### src/rtl/assert_macros.svh
// assertion macros used by the rtl
`ifndef ASSERT_MACROS_SVH
`define ASSERT_MACROS_SVH

`ifndef NO_ASSERTIONS

// same-cycle implication, disabled in reset
`define ASSERT_IMPLIES(label, clk, rst, ante, cons) \
   label: assert property (@(posedge clk) disable iff (rst) (ante) |-> (cons)) \
      else $error("assertion failed");

// next-cycle implication, disabled in reset
`define ASSERT_NEXT(label, clk, rst, ante, cons) \
   label: assert property (@(posedge clk) disable iff (rst) (ante) |=> (cons)) \
      else $error("assertion failed");

`else

`define ASSERT_IMPLIES(label, clk, rst, ante, cons)
`define ASSERT_NEXT(label, clk, rst, ante, cons)

`endif

`endif

### src/rtl/qeg_pkg.sv
// types and constants of the quadrature encoder generator
package qeg_pkg;

   localparam int CHAN_W = 3;
   localparam int ACC_W  = 32;
   localparam int CNT_W  = 16;
   localparam int QUAD_W = 2;

   localparam logic [CNT_W-1:0] PPR_RESET = 16'd100;

   localparam logic [QUAD_W-1:0] QUAD_FIRST = 2'd0;
   localparam logic [QUAD_W-1:0] QUAD_LAST  = 2'd3;

   // per-channel encoder state as held in the state ram
   typedef struct packed {
      logic [ACC_W-1:0]  acc;
      logic [QUAD_W-1:0] quad;
      logic [CNT_W-1:0]  cnt;
   } entry_type;

   // write-back port of the state ram
   typedef struct packed {
      logic              en;
      logic [CHAN_W-1:0] chan;
      entry_type         data;
   } wr_type;

   // encoder outputs for one item
   typedef struct packed {
      logic phase_a;
      logic phase_b;
      logic index_pulse;
   } pins_type;

endpackage

### src/rtl/qeg_if.sv
// handshake channels of the quadrature encoder generator

interface qeg_req_if;
   logic              valid;
   logic              ready;
   logic [2:0]        channel;
   logic signed [31:0] rate;

   modport source (output valid, output channel, output rate, input ready);
   modport sink   (input valid, input channel, input rate, output ready);
endinterface

interface qeg_rsp_if;
   logic       valid;
   logic       ready;
   logic [2:0] out_channel;
   logic       phase_a;
   logic       phase_b;
   logic       index_pulse;

   modport source (output valid, output out_channel, output phase_a, output phase_b,
                   output index_pulse, input ready);
   modport sink   (input valid, input out_channel, input phase_a, input phase_b,
                   input index_pulse, output ready);
endinterface

interface qeg_csr_if;
   logic        valid;
   logic        ready;
   logic [15:0] pulses_per_rev;

   modport source (output valid, output pulses_per_rev, input ready);
   modport sink   (input valid, input pulses_per_rev, output ready);
endinterface

### src/rtl/quadrature_encoder_generator.sv
// Quadrature encoder generator: takes one tick item per clock on req_port while the pipeline is
// not stalled and presents each result item on rsp_port from the output register, behind s1. Each
// tick reads its channel's state from a CHANNELS-entry state ram as it is accepted, updates
// accumulator, quadrature state and revolution counter from the registered read and writes the entry
// back as the result is registered; a tick that follows one on the same channel takes the
// written-back state by forwarding, so the single ram read and write port pair sets the rate of
// one item per clock. Channels at or above CHANNELS return all outputs low and keep no state.
// The pulses_per_rev register is written through csr_port, which is always ready.
module quadrature_encoder_generator #(
   parameter int CHANNELS = 8
) (
   input  logic  clock,
   input  logic  reset,
   qeg_req_if.sink   req_port,
   qeg_rsp_if.source rsp_port,
   qeg_csr_if.sink   csr_port
);
   import qeg_pkg::*;

   `include "assert_macros.svh"

   logic [CNT_W-1:0]  ppr_ff;

   logic              s1_valid_ff, s1_valid_in;
   logic [CHAN_W-1:0] s1_chan_ff;
   logic [ACC_W-1:0]  s1_rate_ff;
   logic              fwd_hit_ff;
   entry_type         fwd_data_ff;

   logic              out_valid_ff, out_valid_in;
   logic [CHAN_W-1:0] out_chan_ff;
   pins_type          out_pins_ff;

   logic              req_acc;
   logic              s1_fire;
   logic              s1_present;
   entry_type         rd_data;
   entry_type         cur;
   entry_type         nxt;
   pins_type          pins;
   wr_type            wr;

   assign s1_fire        = s1_valid_ff && (!out_valid_ff || rsp_port.ready);
   assign req_port.ready = !s1_valid_ff || s1_fire;
   assign req_acc        = req_port.valid && req_port.ready;
   assign s1_present     = int'(s1_chan_ff) < CHANNELS;

   assign csr_port.ready = 1'b1;

   qeg_state_mem #(
      .DEPTH (CHANNELS)
   ) u_mem (
      .clock   (clock),
      .reset   (reset),
      .rd_en   (req_acc),
      .rd_chan (req_port.channel),
      .wr      (wr),
      .rd_data (rd_data)
   );

   // the previous tick's write-back lands at the edge of our read
   assign cur = fwd_hit_ff ? fwd_data_ff : rd_data;

   qeg_update u_update (
      .cur  (cur),
      .rate (s1_rate_ff),
      .ppr  (ppr_ff),
      .nxt  (nxt),
      .pins (pins)
   );

   assign wr.en   = s1_fire && s1_present;
   assign wr.chan = s1_chan_ff;
   assign wr.data = nxt;

   assign s1_valid_in  = req_acc || (s1_valid_ff && !s1_fire);
   assign out_valid_in = s1_fire || (out_valid_ff && !rsp_port.ready);

   always_ff @(posedge clock) begin
      if (reset) begin
         ppr_ff       <= PPR_RESET;
         s1_valid_ff  <= 1'b0;
         out_valid_ff <= 1'b0;
         fwd_hit_ff   <= 1'b0;
      end else begin
         if (csr_port.valid) begin
            ppr_ff <= csr_port.pulses_per_rev;
         end
         s1_valid_ff  <= s1_valid_in;
         out_valid_ff <= out_valid_in;
         if (req_acc) begin
            fwd_hit_ff <= wr.en && (wr.chan == req_port.channel);
         end else if (s1_fire) begin
            fwd_hit_ff <= 1'b0;
         end
      end
   end

   always_ff @(posedge clock) begin
      if (req_acc) begin
         s1_chan_ff  <= req_port.channel;
         s1_rate_ff  <= req_port.rate;
         fwd_data_ff <= nxt;
      end
      if (s1_fire) begin
         out_chan_ff <= s1_chan_ff;
         out_pins_ff <= s1_present ? pins : '0;
      end
   end

   assign rsp_port.valid       = out_valid_ff;
   assign rsp_port.out_channel = out_chan_ff;
   assign rsp_port.phase_a     = out_pins_ff.phase_a;
   assign rsp_port.phase_b     = out_pins_ff.phase_b;
   assign rsp_port.index_pulse = out_pins_ff.index_pulse;

   `ASSERT_NEXT(a_accept_fills_s1, clock, reset, req_acc, s1_valid_ff)
   `ASSERT_IMPLIES(a_fwd_needs_item, clock, reset, fwd_hit_ff, s1_valid_ff)
   `ASSERT_IMPLIES(a_absent_low, clock, reset,
                   out_valid_ff && (int'(out_chan_ff) >= CHANNELS),
                   !rsp_port.phase_a && !rsp_port.phase_b && !rsp_port.index_pulse)
   `ASSERT_IMPLIES(a_index_in_state0, clock, reset,
                   out_valid_ff && rsp_port.index_pulse,
                   rsp_port.phase_a && !rsp_port.phase_b)

endmodule

### src/rtl/qeg_state_mem.sv
// per-channel state ram with registered read and reset valid bits
module qeg_state_mem #(
   parameter int DEPTH = 8
) (
   input  logic                        clock,
   input  logic                        reset,
   input  logic                        rd_en,
   input  logic [qeg_pkg::CHAN_W-1:0]  rd_chan,
   input  qeg_pkg::wr_type             wr,
   output qeg_pkg::entry_type          rd_data
);
   import qeg_pkg::*;

   localparam int AW = (DEPTH > 1) ? $clog2(DEPTH) : 1;

   entry_type        state_mem [DEPTH];
   logic [DEPTH-1:0] valid_ff;
   entry_type        rd_raw_ff;
   logic             rd_valid_ff;

   logic [AW-1:0] rd_addr;
   logic [AW-1:0] wr_addr;

   assign rd_addr = rd_chan[AW-1:0];
   assign wr_addr = wr.chan[AW-1:0];

   always_ff @(posedge clock) begin
      if (wr.en) begin
         state_mem[wr_addr] <= wr.data;
      end
      if (rd_en) begin
         rd_raw_ff <= state_mem[rd_addr];
      end
   end

   always_ff @(posedge clock) begin
      if (reset) begin
         valid_ff    <= '0;
         rd_valid_ff <= 1'b0;
      end else begin
         if (wr.en) begin
            valid_ff[wr_addr] <= 1'b1;
         end
         if (rd_en) begin
            rd_valid_ff <= valid_ff[rd_addr];
         end
      end
   end

   // an entry never written reads as the reset state
   assign rd_data = rd_valid_ff ? rd_raw_ff : '0;

endmodule

### src/rtl/qeg_update.sv
// one tick of encoder state: accumulate, step quadrature, step revolution counter
module qeg_update (
   input  qeg_pkg::entry_type             cur,
   input  logic signed [qeg_pkg::ACC_W-1:0] rate,
   input  logic [qeg_pkg::CNT_W-1:0]      ppr,
   output qeg_pkg::entry_type             nxt,
   output qeg_pkg::pins_type              pins
);
   import qeg_pkg::*;

   logic [ACC_W-1:0]  acc_sum;
   logic              crossed;
   logic              down;
   logic [CNT_W:0]    modulus;
   logic [CNT_W-1:0]  mod_minus_one;
   logic [CNT_W:0]    cnt_plus_one;
   logic [CNT_W-1:0]  cnt_up;
   logic [CNT_W-1:0]  cnt_down;

   assign acc_sum = cur.acc + rate;
   assign crossed = acc_sum[ACC_W-1] != cur.acc[ACC_W-1];
   assign down    = rate[ACC_W-1];

   // zero modulus wraps through the full counter range
   assign modulus       = (ppr == '0) ? {1'b1, {CNT_W{1'b0}}} : {1'b0, ppr};
   assign mod_minus_one = ppr - 1'b1;
   assign cnt_plus_one  = {1'b0, cur.cnt} + 1'b1;
   assign cnt_up        = (cnt_plus_one >= modulus) ? '0 : cnt_plus_one[CNT_W-1:0];
   assign cnt_down      = (cur.cnt == '0 || {1'b0, cur.cnt} >= modulus) ?
                          mod_minus_one : cur.cnt - 1'b1;

   always_comb begin
      nxt     = cur;
      nxt.acc = acc_sum;
      if (crossed) begin
         if (down) begin
            nxt.quad = cur.quad - 1'b1;
            if (cur.quad == QUAD_FIRST) begin
               nxt.cnt = cnt_down;
            end
         end else begin
            nxt.quad = cur.quad + 1'b1;
            if (cur.quad == QUAD_LAST) begin
               nxt.cnt = cnt_up;
            end
         end
      end
   end

   assign pins.phase_a     = (nxt.quad == 2'd0) || (nxt.quad == 2'd1);
   assign pins.phase_b     = (nxt.quad == 2'd1) || (nxt.quad == 2'd2);
   assign pins.index_pulse = (nxt.quad == QUAD_FIRST) && (nxt.cnt == '0);

endmodule

### src/flat_wrapper.sv
// flat-port wrapper written by rule: the top's interface ports become plain ports
module quadrature_encoder_generator_flat import qeg_pkg::*;
#(
   parameter int CHANNELS = 8
)
  (clock, reset, req_port_valid, req_port_channel, req_port_rate, req_port_ready, rsp_port_valid, rsp_port_out_channel, rsp_port_phase_a, rsp_port_phase_b, rsp_port_index_pulse, rsp_port_ready, csr_port_valid, csr_port_pulses_per_rev, csr_port_ready);
  qeg_req_if req_port_i ();
  qeg_rsp_if rsp_port_i ();
  qeg_csr_if csr_port_i ();
  input  logic clock;
  input  logic reset;
  input wire logic [$bits(req_port_i.valid)-1:0] req_port_valid;
  input wire logic [$bits(req_port_i.channel)-1:0] req_port_channel;
  input wire logic [$bits(req_port_i.rate)-1:0] req_port_rate;
  output wire logic [$bits(req_port_i.ready)-1:0] req_port_ready;
  output wire logic [$bits(rsp_port_i.valid)-1:0] rsp_port_valid;
  output wire logic [$bits(rsp_port_i.out_channel)-1:0] rsp_port_out_channel;
  output wire logic [$bits(rsp_port_i.phase_a)-1:0] rsp_port_phase_a;
  output wire logic [$bits(rsp_port_i.phase_b)-1:0] rsp_port_phase_b;
  output wire logic [$bits(rsp_port_i.index_pulse)-1:0] rsp_port_index_pulse;
  input wire logic [$bits(rsp_port_i.ready)-1:0] rsp_port_ready;
  input wire logic [$bits(csr_port_i.valid)-1:0] csr_port_valid;
  input wire logic [$bits(csr_port_i.pulses_per_rev)-1:0] csr_port_pulses_per_rev;
  output wire logic [$bits(csr_port_i.ready)-1:0] csr_port_ready;
  assign req_port_i.valid = req_port_valid;
  assign req_port_i.channel = req_port_channel;
  assign req_port_i.rate = req_port_rate;
  assign req_port_ready = req_port_i.ready;
  assign rsp_port_valid = rsp_port_i.valid;
  assign rsp_port_out_channel = rsp_port_i.out_channel;
  assign rsp_port_phase_a = rsp_port_i.phase_a;
  assign rsp_port_phase_b = rsp_port_i.phase_b;
  assign rsp_port_index_pulse = rsp_port_i.index_pulse;
  assign rsp_port_i.ready = rsp_port_ready;
  assign csr_port_i.valid = csr_port_valid;
  assign csr_port_i.pulses_per_rev = csr_port_pulses_per_rev;
  assign csr_port_ready = csr_port_i.ready;
  quadrature_encoder_generator #(.CHANNELS(CHANNELS)) u_core (.clock(clock), .reset(reset), .req_port(req_port_i), .rsp_port(rsp_port_i), .csr_port(csr_port_i));
endmodule
### config.mk
export PLATFORM = sky130hd
export DESIGN_NAME = quadrature_encoder_generator_flat
export DESIGN_NICKNAME = d
export VERILOG_FILES = /design/src/rtl/qeg_pkg.sv /design/src/rtl/qeg_if.sv /design/src/rtl/quadrature_encoder_generator.sv /design/src/rtl/qeg_state_mem.sv /design/src/rtl/qeg_update.sv /design/src/flat_wrapper.sv
export VERILOG_INCLUDE_DIRS = /design/src /design/src/rtl
export SDC_FILE = /design/constraint.sdc
export NUM_CORES = 1
export LEC_CHECK = 0
export ABC_AREA = 1
export BUFFER_PORTS_ARGS = -buffer_cell sky130_fd_sc_hd__buf_4
export CORE_MARGIN = 2
export CORE_UTILIZATION = 63
export DETAILED_ROUTE_END_ITERATION = 12
export PLACE_DENSITY = 0.8
export SYNTH_ARGS = -nofsm -noshare
export SYNTH_HDL_FRONTEND = slang
export SYNTH_HIERARCHICAL = 1
export SYNTH_SLANG_ARGS = --single-unit
### constraint.sdc
create_clock -name clock -period 5.6 [get_ports clock]
set_input_delay 1.12 -clock clock [delete_from_list [all_inputs] [get_ports clock]]
set_output_delay 1.12 -clock clock [all_outputs]
set_load 0.01 [all_outputs]
## Word level (Yosys, flattened, before mapping)

Memories as Yosys holds them, arrays and structs flattened. A register that Yosys moved wholly into a read port is not among the register bits.
Cells that the tools add are included.

| storage, ports and cells | value |
|---|---|
| output and inout port bits | 9 |
| bits in registers | 119 |
| bits in writable memories | 400 |
| word-level logic and storage cells | 74 |
| input port bits | 56 |
| memories | 1 |

| operators by class | value |
|---|---|
| reduce and logical (&&, ||, !) cells | 24 |
| multiplexer cells | 17 |
| bitwise logic cells | 1 |
| magnitude comparators | 5 |
| equal/unequal tests | 5 |
| $add $sub $neg | 6 |

Memories:

| memory | depth | bits a word | read ports | clocked after memory_dff | write ports | RTL line | source |
|---|---|---|---|---|---|---|---|
| u_core.u_mem.state_mem | 8 | 50 | 1 | 1 | 1 | qeg_state_mem.sv:16 | `entry_type state_mem [DEPTH];` |

Operator list:

| operator | number |
|---|---|
| $mux 50 | 2 |
| $mux 16 | 4 |
| $logic_not 16->1 | 3 |
| $mux 18 | 2 |
| $add 32x32->32 | 1 |
| $sub 16x1->16 const B | 2 |
| $add 16x1->17 const B | 1 |
| $ge 16x17->1 | 1 |
| $ge 17x17->1 | 1 |
| $mux 17 | 1 |
| $lt 3x4->1 const B | 2 |
| $or 8x8->8 | 1 |
| $logic_and 1x1->1 | 7 |
| $logic_or 1x1->1 | 7 |
| $mux 1 | 6 |
| $eq 2x2->1 const B | 2 |
| $logic_not 1->1 | 4 |
| $logic_not 2->1 | 2 |
| $bmux 1 s3 | 1 |
| $demux 1 s3 | 1 |
| $eq 3x3->1 | 1 |
| $ge 3x1->1 const B | 1 |
| $add 2x1->2 const B | 1 |
| $eq 2x1->1 const B | 1 |
| other kinds (3) | 3 |

## Longest topological paths before layout

Gate-level depths: netlist (run 1).

| depth | value |
|---|---|
| depth after elaboration | 10 |
| depth in mapped cells | 34 |
| depth with buffers taken out | 31 |

## By module

Netlist (run 1), hierarchy kept.

Modules (own cells, without submodules):

| module | instances | cells an instance | area an instance (um^2) |
|---|---|---|---|
| qeg_state_mem | 1 | 1358 | 17738.3 |
| quadrature_encoder_generator | 1 | 251 | 4326.6 |
| qeg_update | 1 | 764 | 4304.1 |

## Worst setup path after synthesis (run 1)

OpenSTA, ideal clock, no wires.

| path | value |
|---|---|
| path kind | input -> register |
| from | input rsp_port_ready |
| to | register u_core/fwd_data_ff[0] in the netlist's numbering (enable) |
| library setup time | 490 ps |
| path slack | 1086 ps |
| stages on the path | 4 |
| data arrival time | 4024 ps |
| data required time | 5110 ps |
| path through | inv_1 -> nand3_1 -> nand2_1 -> inv_1 |

| on the way | value |
|---|---|
| longest elaborated chain between the ends | 4 |

RTL lines:

| element | RTL line | source |
|---|---|---|
| start, declared | flat_wrapper.sv:21 | `input wire logic [$bits(rsp_port_i.ready)-1:0] rsp_port_ready;` |
| $logic_or 1x1->1 | quadrature_encoder_generator.sv:43 | `assign s1_fire = s1_valid_ff && (!out_valid_ff \|\| rsp_port.ready);` |
| $logic_and 1x1->1 | quadrature_encoder_generator.sv:43 |  |
| $logic_or 1x1->1 | quadrature_encoder_generator.sv:44 | `assign req_port.ready = !s1_valid_ff \|\| s1_fire;` |
| via req_port_ready | flat_wrapper.sv:15 | `output wire logic [$bits(req_port_i.ready)-1:0] req_port_ready;` |
| $logic_and 1x1->1 | quadrature_encoder_generator.sv:45 | `assign req_acc = req_port.valid && req_port.ready;` |
| via u_core.req_acc | quadrature_encoder_generator.sv:34 | `logic req_acc;` |
| end signal, assigned | quadrature_encoder_generator.sv:103 | `fwd_data_ff <= nxt;` |
| end, declared | quadrature_encoder_generator.sv:28 | `entry_type fwd_data_ff;` |

The timed path passes the listed nets, and every way through them passes these cells.
A chain may end at the register's enable or synchronous reset.

==> results.md, run 1 <==
Critical path:
- The depth of the most critical reg-to-reg path is 28.
- The cell family with the largest share of critical-path delay is simple AND/OR/NAND/NOR gates.
- The critical register-to-register path startpoint is u_core/u_mem/rd_valid_ff.
- The critical path class is reg2reg.
- The worst path arrival time is 5460 ps.
- The worst setup path is captured at a flip-flop.
- The delay contributed by the slowest stage of the critical path is 960 ps.
- The type of element launching the critical path is a flip-flop.
- The top fanout value on the critical path is 21.
- In this run the critical register-to-register path is captured at u_core/rsp_port.index_pulse.
- The number of cells on the critical path is 28.
- STA puts the critical path data required time at 5970 ps.
- The most repeated library cell on the critical path is sky130_fd_sc_hd__nand2_1.
- The worst path buffer plus inverter count is 4.
- The critical path's slowest cell is sky130_fd_sc_hd__o21ai_0.
- The reg-to-reg setup timing slack is 500 ps.

GRT:
- Entering global routing, the biggest net connects 162 pins.
- The met1 track utilization from global routing is 0.386.
- The all-layer global routing usage is 0.292.
- The overflow left after global routing is 0.
- The global-route wire length before repair is 97900 um.
- The global routing met3 resource utilization is 0.0469.
- The most utilized layer in the global route result is met2.
- The met2 capacity usage during global routing is 0.483.
- The number of antenna violations at the first check in global routing came to 0.
- The number of global-route vias before repair is 17857.

Placement:
- Input and output buffers added on the ports amount to 63.
- The wire-length estimate of the detail-placed layout is 36800 um.
- The weighted congestion at the end of routability-driven global placement is 0.951.
- Summing all placed instances gives a cell area of 0.0272 sq mm.

Routing:
- The iteration-0 DRC count of the detailed router is 1906.
- The routed layout has 18039 vias.
- The detailed-routing iteration count for the pre-antenna-repair pass is 6.
- After detailed routing, the average wire length per cell comes to 21.1 um.
- After detailed routing, the number of remaining DRC violations is 0.
- In the routed layout, each cell is associated on average with a via count of 6.03.
- The final layout contains routed wiring with a total length of 63200 um.
- In this run the remaining antenna-violating nets after routing total 0.

Synthesis:
- Synthesis produced a netlist whose cell count is 2373.
- The share of synthesized area in the top cell type comes to 0.616.
- After synthesis, the cell types taking the most area are sky130_fd_sc_hd__edfxtp_1 62%, sky130_fd_sc_hd__nand2_1 6.1%, sky130_fd_sc_hd__nor2_1 4.4%.
- When the netlist entered floorplanning its net count stood at 2499.
- The largest area contributor in the netlist is sky130_fd_sc_hd__edfxtp_1.
- The count of different cell masters after synthesis is 54.
- The flip-flop and latch count after synthesis is 569.
- The sequential area share after synthesis is 0.637.
- The netlist area before placement is 0.0264 sq mm.
- The average cell area after synthesis is 11.1 sq um.
- The Yosys warning count is 6.

Final layout:
- Counting the fill cells in the layout gives 2803.
- With fillers left out, the area of the finished cells amounts to 0.0290 sq mm.
- Compared with the post-synthesis result, the final layout area differs by 9.97%.
- The sequential cell area in the final layout is 0.0168 sq mm.
- In the final design database the tool counted 2540 nets.
- The number of antenna diodes in the final layout is 0.
- The layout cell share with drive strength beyond 1 is 0.124.
- The multi-input combinational cells in the finished layout cover a total of 0.00817 sq mm.

Clocking:
- The clock tree from TritonCTS is done.
- Clock latency on the worst-skew pair, taken at its later pin, is 620 ps.
- The clock transition at the register clock pins on the worst setup and hold paths after CTS is 60 ps.
- In this run, CTS created clock tree buffers numbering 55.
- The CTS H-tree depth is 2.
- The clock net in this run drives a total of 569 sinks.
- The cell at the root of the clock tree is sky130_fd_sc_hd__clkbuf_16.
- The clock passes through at most 3 buffers.
- After clock tree synthesis, the flow added hold-fix buffers numbering 0.
- Buffers added to address setup during post-CTS repair amount to 0.

STA:
- After routing, the total negative slack on setup checks comes to 0 ps.
- The total count of hold-check failures in the final report came to 0.
- The maximum clock frequency is 196 MHz.
- Setup repair after global routing left no endpoint under its margin.
- Setup violations remaining at the end of the flow were counted as 0.
- The worst pin sits at a relative slew slack of 0.178.
- The fraction of the cycle the final worst path needs is 0.910.
- The final period demand of the worst path is 5100 ps.
- Across the routed clock network, the largest skew measured is 22.5 ps.
- The transition time of the tightest slew-check pin is 1230 ps.
- The final count of pins violating max slew is 0.

Floorplan:
- The floorplan step defined a core boundary enclosing 0.0411 sq mm.
- The I/O pin count is 65.
- The starting utilization of the core area is 0.641.
- The die is 209 um tall.
- The cell row count is 74.
- Measured along the x axis, the die boundary spans 209 um.
- The overall die area is 0.0435 sq mm.

Power:
- Power spread over the standard cell area amounts to 362 mW/mm^2.
- The maximum ir drop on the vdd rail is 0.327 mV.
- The standby leakage power is 11.4 nW.

Worst hold path:
- The startpoint of the lowest-slack hold path is u_core/u_mem/valid_ff[3].
- The worst hold path was traced through 2 stages.
- The class of the tightest hold or removal check is reg2reg.
- The path with the worst hold slack has its endpoint at u_core/u_mem/valid_ff[3].

Outcome:
- The run finished with clean final reports.

Run:
- The number of max-capacitance violations reported is 0.
==> what timing repair did <==
item / CTS / global route
gates resized for setup: 0 / 1
endpoints found under the hold margin: 0 / 0
setup endpoints to repair: 0 / 1
==> final cells by class <==
cell class | instances | share of cell area
clock inverter | 41 | 0.0142
clock buffer | 61 | 0.0482
multi-input combinational | 1492 | 0.282
tap | 532 | 0.0230
inverter | 201 | 0.0264
sequential | 569 | 0.580
timing repair buffer | 95 | 0.0269
==> how the worst max path moves through the flow <==
stage | to | startpoint | slack, ps
5_1_grt | u_core/rsp_port.index_pulse | u_core/u_mem/rd_valid_ff | 80
6_report | u_core/rsp_port.index_pulse | u_core/u_mem/rd_valid_ff | 500
3_5_place_dp | u_core/rsp_port.index_pulse | u_core/u_mem/rd_valid_ff | 560
2_1_floorplan | u_core/fwd_data_ff[0] | rsp_port_ready | 1090
3_3_place_gp | u_core/rsp_port.index_pulse | u_core/u_mem/rd_valid_ff | 610
4_1_cts | u_core/rsp_port.index_pulse | u_core/u_mem/rd_valid_ff | 530
==> per-stage QoR <==
stage               worst slack [ps]  hold WS, ps  instances   util  total power, mW
finish                           505          472       2991  0.705             10.5
global route                    75.2          492       2991  0.705             10.9
CTS                              530          473       2991  0.705             10.5
detailed placement               557          458       2889  0.661             6.82
global placement                 612          450       2889  0.661             6.76
floorplan                       1090          440       2373      -             6.37
==> registers in the layout, summed over array words and instances, names as in the netlist <==
register                     cells
u_core/rsp_port.phase_b          1
u_core/s1_valid_ff               1
u_core/rsp_port.index_pulse      1
u_core/fwd_hit_ff                1
u_core/rsp_port.valid            1
u_core/rsp_port.out_channel      3
u_core/s1_rate_ff               32
u_core/rsp_port.phase_a          1
u_core/u_mem/rd_valid_ff         1
u_core/ppr_ff                   16
u_core/u_mem/state_mem         400
u_core/s1_chan_ff                3
u_core/fwd_data_ff              50
u_core/u_mem/valid_ff            8
u_core/u_mem/rd_raw_ff          50
==> report_power, final <==
| group | switching (mW) | internal [mW] | total, mW |
|---|---|---|---|
| sequential | 0.0668 | 5.09 | 5.15 |
| clock | 1.59 | 2.13 | 3.72 |
| combinational | 1.13 | 0.477 | 1.61 |
==> cells by family after synthesis <==
| family | count (synthesis) | synth area share |
|---|---|---|
| adders and majority gates | 70 | 0.0335 |
| buffers and inverters | 312 | 0.0554 |
| and+or+nand+nor | 865 | 0.135 |
| DFF | 569 | 0.637 |
| xor gates and xnor gates | 41 | 0.0136 |
| AOI/OAI and AO/OA | 465 | 0.0968 |
| muxes | 50 | 0.0283 |
| other | 1 | 0.000142 |
==> placed cells by master, fill, tap and decap left out, drive strengths merged, types with 2 or more instances in the layout <==
| cell | count |
|---|---|
| edfxtp | 541 |
| nand2 | 447 |
| nor2 | 317 |
| o21ai | 260 |
| inv | 202 |
| o22ai | 100 |
| buf | 95 |
| a21oi | 77 |
| ha | 69 |
| nand3 | 68 |
| clkbuf | 61 |
| mux2 | 50 |
| xor2 | 30 |
| clkinv | 30 |
| dfxtp | 28 |
| nand4 | 13 |
| xnor2 | 11 |
| nor3 | 10 |
| bufinv | 7 |
| o21bai | 6 |
| a21o | 5 |
| a22oi | 4 |
| nor4 | 4 |
| clkinvlp | 3 |
| a31oi | 3 |
| and2 | 3 |
| a211oi | 2 |
| o211ai | 2 |
==> per-layer routing <==
layer | vias to the layer above | share of wire
met1 | 8663 | 0.40
met5 | - | 0
li1 | 8339 | -
met4 | 0 | 0.037
met2 | 892 | 0.48
met3 | 145 | 0.082
==> worst min-delay path, stage by stage, from the launching register on <==
cell,delay (ps)
sky130_fd_sc_hd__dfxtp_1,330
sky130_fd_sc_hd__nor2_1,50
sky130_fd_sc_hd__nor2_1,70
==> cells in the mapped netlist (all sizes together) <==
library cell	n
buf	65
clkinv	2
a31o	1
o21ai	260
inv	199
a21o	5
o211ai	2
conb	1
xor2	30
o2111ai	1
a211oi	2
o21bai	6
nand2	447
a21oi	77
o22ai	100
and2	3
nor4	4
nand4	13
fa	1
nand3	68
clkbuf	46
a31oi	3
nor2	317
o21a	1
nand3b	1
o31ai	1
ha	69
mux2	50
or2	1
o211a	1
a21boi	1
nor3	10
nor3b	1
xnor2	11
edfxtp	541
dfxtp	28
a22oi	4
No activity file was read; power rests on OpenSTA's default activity.
==> inputs of run 2 (changes only) <==
- CORE_UTILIZATION: 63 -> 57
- PLACE_DENSITY: 0.8 -> 0.77
- clock period: 5.6 -> 4.5 ns (I/O delays scaled with it)
==> run 2 against run 1 <==
Effect of this change:
- clock skew is 21 ps higher
- first-iteration DRC count is 2.7% higher
- worst setup slack worse by 350 ps
- maximum frequency is 17% higher
==> results.md, run 2 (synthesis gave the netlist of run 1 again) <==
Outcome:
- The run finished with clean final reports.

Placement:
- The weighted congestion at the end of routability-driven global placement is 0.918 (-3.5%).
- The detailed placement HPWL is 37100 um (+1.0%).
- The count of buffers inserted at the top-level ports came to 63 (unchanged).

Worst hold path:
- The worst hold path stage count was 1 (-1).
- The startpoint of the lowest-slack hold path is req_port_rate[26].
- The end of the worst hold path is u_core/s1_rate_ff[26].
- The worst hold path belongs to the class in2reg.

Routing:
- The via count of the routed design was 18234 (+1.1%).
- The total detailed-routing wirelength was 64200 um (+1.6%).
- The via-per-instance ratio was 5.84 (-3.1%).
- The average wire per standard cell is 20.6 um (-2.7%).
- The DRC violation count after routing is 0 (unchanged).
- The iteration-0 DRC count of the detailed router is 1957 (+2.7%).
- The remaining number of nets flagged by the antenna check after routing is 0 (unchanged).
- The detailed-routing iteration count for the pre-antenna-repair pass is 6 (unchanged).

Floorplan:
- The cell row count was 78 (+5.4%).
- The width of the die is 219 um (+5.0%).
- The die extent in y came to 219 um (+5.0%).
- The I/O pin count came to 65 (unchanged).
- The starting utilization of the core area is 0.580 (-0.0616).
- The overall die area was 0.0480 sq mm (+10%).
- The total core area is 0.0455 sq mm (+11%).

Final layout:
- Leaving out fill and tap cells, the most frequent cell in the layout is sky130_fd_sc_hd__edfxtp_1.
- In the final layout, the registers with the most flip-flops are u_core/u_mem/state_mem x400, u_core/fwd_data_ff x50, u_core/u_mem/rd_raw_ff x50.
- The area of the multi-input gates is 0.00830 sq mm (+1.7%).
- The number of flip-flops under the largest register name is 400 (unchanged).
- The net count of the finished layout is 2599 (+2.3%).
- Compared with the post-synthesis result, the final layout area differs by 13.0%.
- The sequential cell area in the final layout came to 0.0168 sq mm (about the same).
- u_core/u_mem/state_mem holds more flip-flops than any other register.
- The library cells used most frequently in the layout, excluding fill and tap cells, are 541 x sky130_fd_sc_hd__edfxtp_1, 422 x sky130_fd_sc_hd__nand2_1, 296 x sky130_fd_sc_hd__nor2_1.
- The count of antenna diodes in the layout was 0 (unchanged).
- The fill cell total of the finished layout is 3311 (+18%).
- The utilization of the core after routing is 0.655 (-0.0503).
- The layout cell share with drive strength beyond 1 is 0.156 (+0.0314).

Critical path:
- The kind of capture point of the worst setup path is a flip-flop.
- The depth of the most critical reg-to-reg path came to 31 (+11%).
- The worst path arrival time is 4710 ps (-750 ps).
- The most numerous cell type found on the critical path is sky130_fd_sc_hd__nand2_1.
- The critical path class is reg2reg.
- The critical register-to-register path startpoint is u_core/fwd_hit_ff.
- The required time of the critical path was 4860 ps (-1110 ps).
- The top fanout value on the critical path was 7 (-67%).
- The worst setup path is launched from a flip-flop.
- The capturing point of the worst reg2reg path is u_core/rsp_port.index_pulse.
- The critical path's slowest cell is sky130_fd_sc_hd__dfxtp_4.
- The delay contributed by the slowest stage of the critical path is 370 ps (-590 ps).
- The reg-to-reg setup timing slack was 150 ps (-350 ps).

GRT:
- The global-route wire length before repair is 99400 um (+1.6%).
- The overflow left after global routing is 0 (unchanged).
- The number of antenna violations at the first check in global routing is 0 (unchanged).
- The largest net degree at the start of global routing came to 95 (-41%).
- The number of global-route vias before repair is 18059 (+1.1%).
- The all-layer global routing usage is 0.270 (-0.0215).

Clocking:
- The clock latency on the worst-skew pair is 640 ps (+20 ps).
- The number of buffers on the longest clock path is 3 (unchanged).
- The total CTS buffers is 56 (+1.8%).
- The number of clock sinks is 569 (unchanged).
- TritonCTS built the clock tree.
- The CTS H-tree depth is 2 (unchanged).
- The number of buffers added to fix hold violations after cts is 0 (unchanged).
- The cell at the root of the clock tree is sky130_fd_sc_hd__clkbuf_16.
- The clock transition at the register clock pins on the worst setup and hold paths after CTS was 60 ps (about the same).

STA:
- Setup repair after global routing could not meet its margin everywhere.
- The maximum clock frequency was 230 MHz (+17%).
- The final worst clock skew was 43.6 ps (+21.1 ps).
- The final count of pins violating max slew is 0 (unchanged).
- The transition time of the tightest slew-check pin is 1010 ps (-228 ps).
- The fraction of the cycle the final worst path needs is 0.966 (+0.0566).
- The tightest slew margin relative to the limit is 0.330 (+0.152).
- The setup violation total in the final timing report is 0 (unchanged).
- The final period demand of the worst path is 4350 ps (-746 ps).
- The total count of hold-check failures in the final report is 0 (unchanged).

Power:
- The ratio of total power to cell area is 441 mW/mm^2 (+22%).
- The standby leakage power is 11.8 nW (+3.2%).
- The cell-internal power is 9.58 mW (+25%).
- The clock network fraction of total power is 0.350 (-0.005).
- The sequential cell fraction of total power is 0.488 (-0.004).
- The switching component of the power is 3.56 mW (+28%).
- The switching fraction of total power came to 0.271 (+0.00474).
- The total design power came to 13.1 mW (+25%).
- The maximum ir drop on the vdd rail is 0.372 mV (+14%).
- The combinational cell fraction of total power is 0.163 (+0.009).

Run:
- The number of max-capacitance violations reported is 0 (unchanged).
==> run 2: cell types whose count changed in the layout (fill, tap and decap cells not counted), moves of 5 or more <==
cell,previous run,this run
sky130_fd_sc_hd__buf_12,5,13
sky130_fd_sc_hd__buf_4,89,133
sky130_fd_sc_hd__inv_1,176,171
sky130_fd_sc_hd__nand2_1,427,422
sky130_fd_sc_hd__xor2_1,30,25
sky130_fd_sc_hd__xor2_2,0,5
==> run 2: worst max path at each step <==
stage | start | cells past startpoint | end | slack, ps
floorplan | u_core/u_mem/rd_valid_ff | 34 | u_core/rsp_port.index_pulse | 160
global placement | u_core/fwd_hit_ff | 29 | u_core/rsp_port.index_pulse | 40
detailed placement | u_core/fwd_hit_ff | 28 | u_core/u_mem/state_mem[6][14] | 20
CTS | u_core/u_mem/rd_valid_ff | 32 | u_core/rsp_port.index_pulse | 30
global route | u_core/fwd_hit_ff | 31 | u_core/rsp_port.index_pulse | -90
finish | u_core/fwd_hit_ff | 31 | u_core/rsp_port.index_pulse | 150
==> run 2: routing by layer <==
layer,part of all wire,wire length (um),global-route usage
met5,0,0,0
met4,0.031,1980,0.0968
met3,0.080,5140,0.0366
met2,0.49,31600,0.457
met1,0.40,25500,0.359
==> run 2: repair_timing <==
item,4_1_cts,5_1_grt
buffers inserted,0,8
cloned,0,1
gates resized for setup,1,42
setup endpoints to repair,9,191
pin swaps,0,13
==> run 2: critical path, delay by kind of cell (launching register included) <==
family          cells  cell delay [ps]
compound gates      3              250
xor+xnor            1              240
fa+ha+maj           1              280
buf+inv             6              700
flops               1              370
mux                 1              210
simple gates       19             2040
==> run 2: area by class of cell <==
class                   count  share of cell area
clock buffers              66              0.0490
clock inverters            40              0.0124
inverters                 201              0.0257
multi-input cells        1493               0.279
flip-flops and latches    569               0.564
well taps                 600              0.0252
repair buffers            152              0.0446
==> run 2: power by group through the flow <==
stage                     combinational (mW)  sequential (mW)  clock [mW]
after global routing                    2.36             6.43        4.85
after global placement                  1.98             6.51           0
final                                   2.14             6.41        4.59
after floorplan                         1.43             6.50           0
after detailed placement                2.03             6.52           0
after CTS                               2.05             6.41        4.65
==> run 2: through the flow <==
step           cells  hold WS, ps  setup TNS [ps]  setup WS [ps]  area [sq um]
6_report        3121          441               0            151         29800
5_1_grt         3121          421            -369          -87.8         29800
4_1_cts         3112          416               0           26.3         29600
3_5_place_dp    3006          464               0           24.8         27700
3_3_place_gp    3006          451               0           41.0         27700
2_1_floorplan   2373          440               0            156         26400
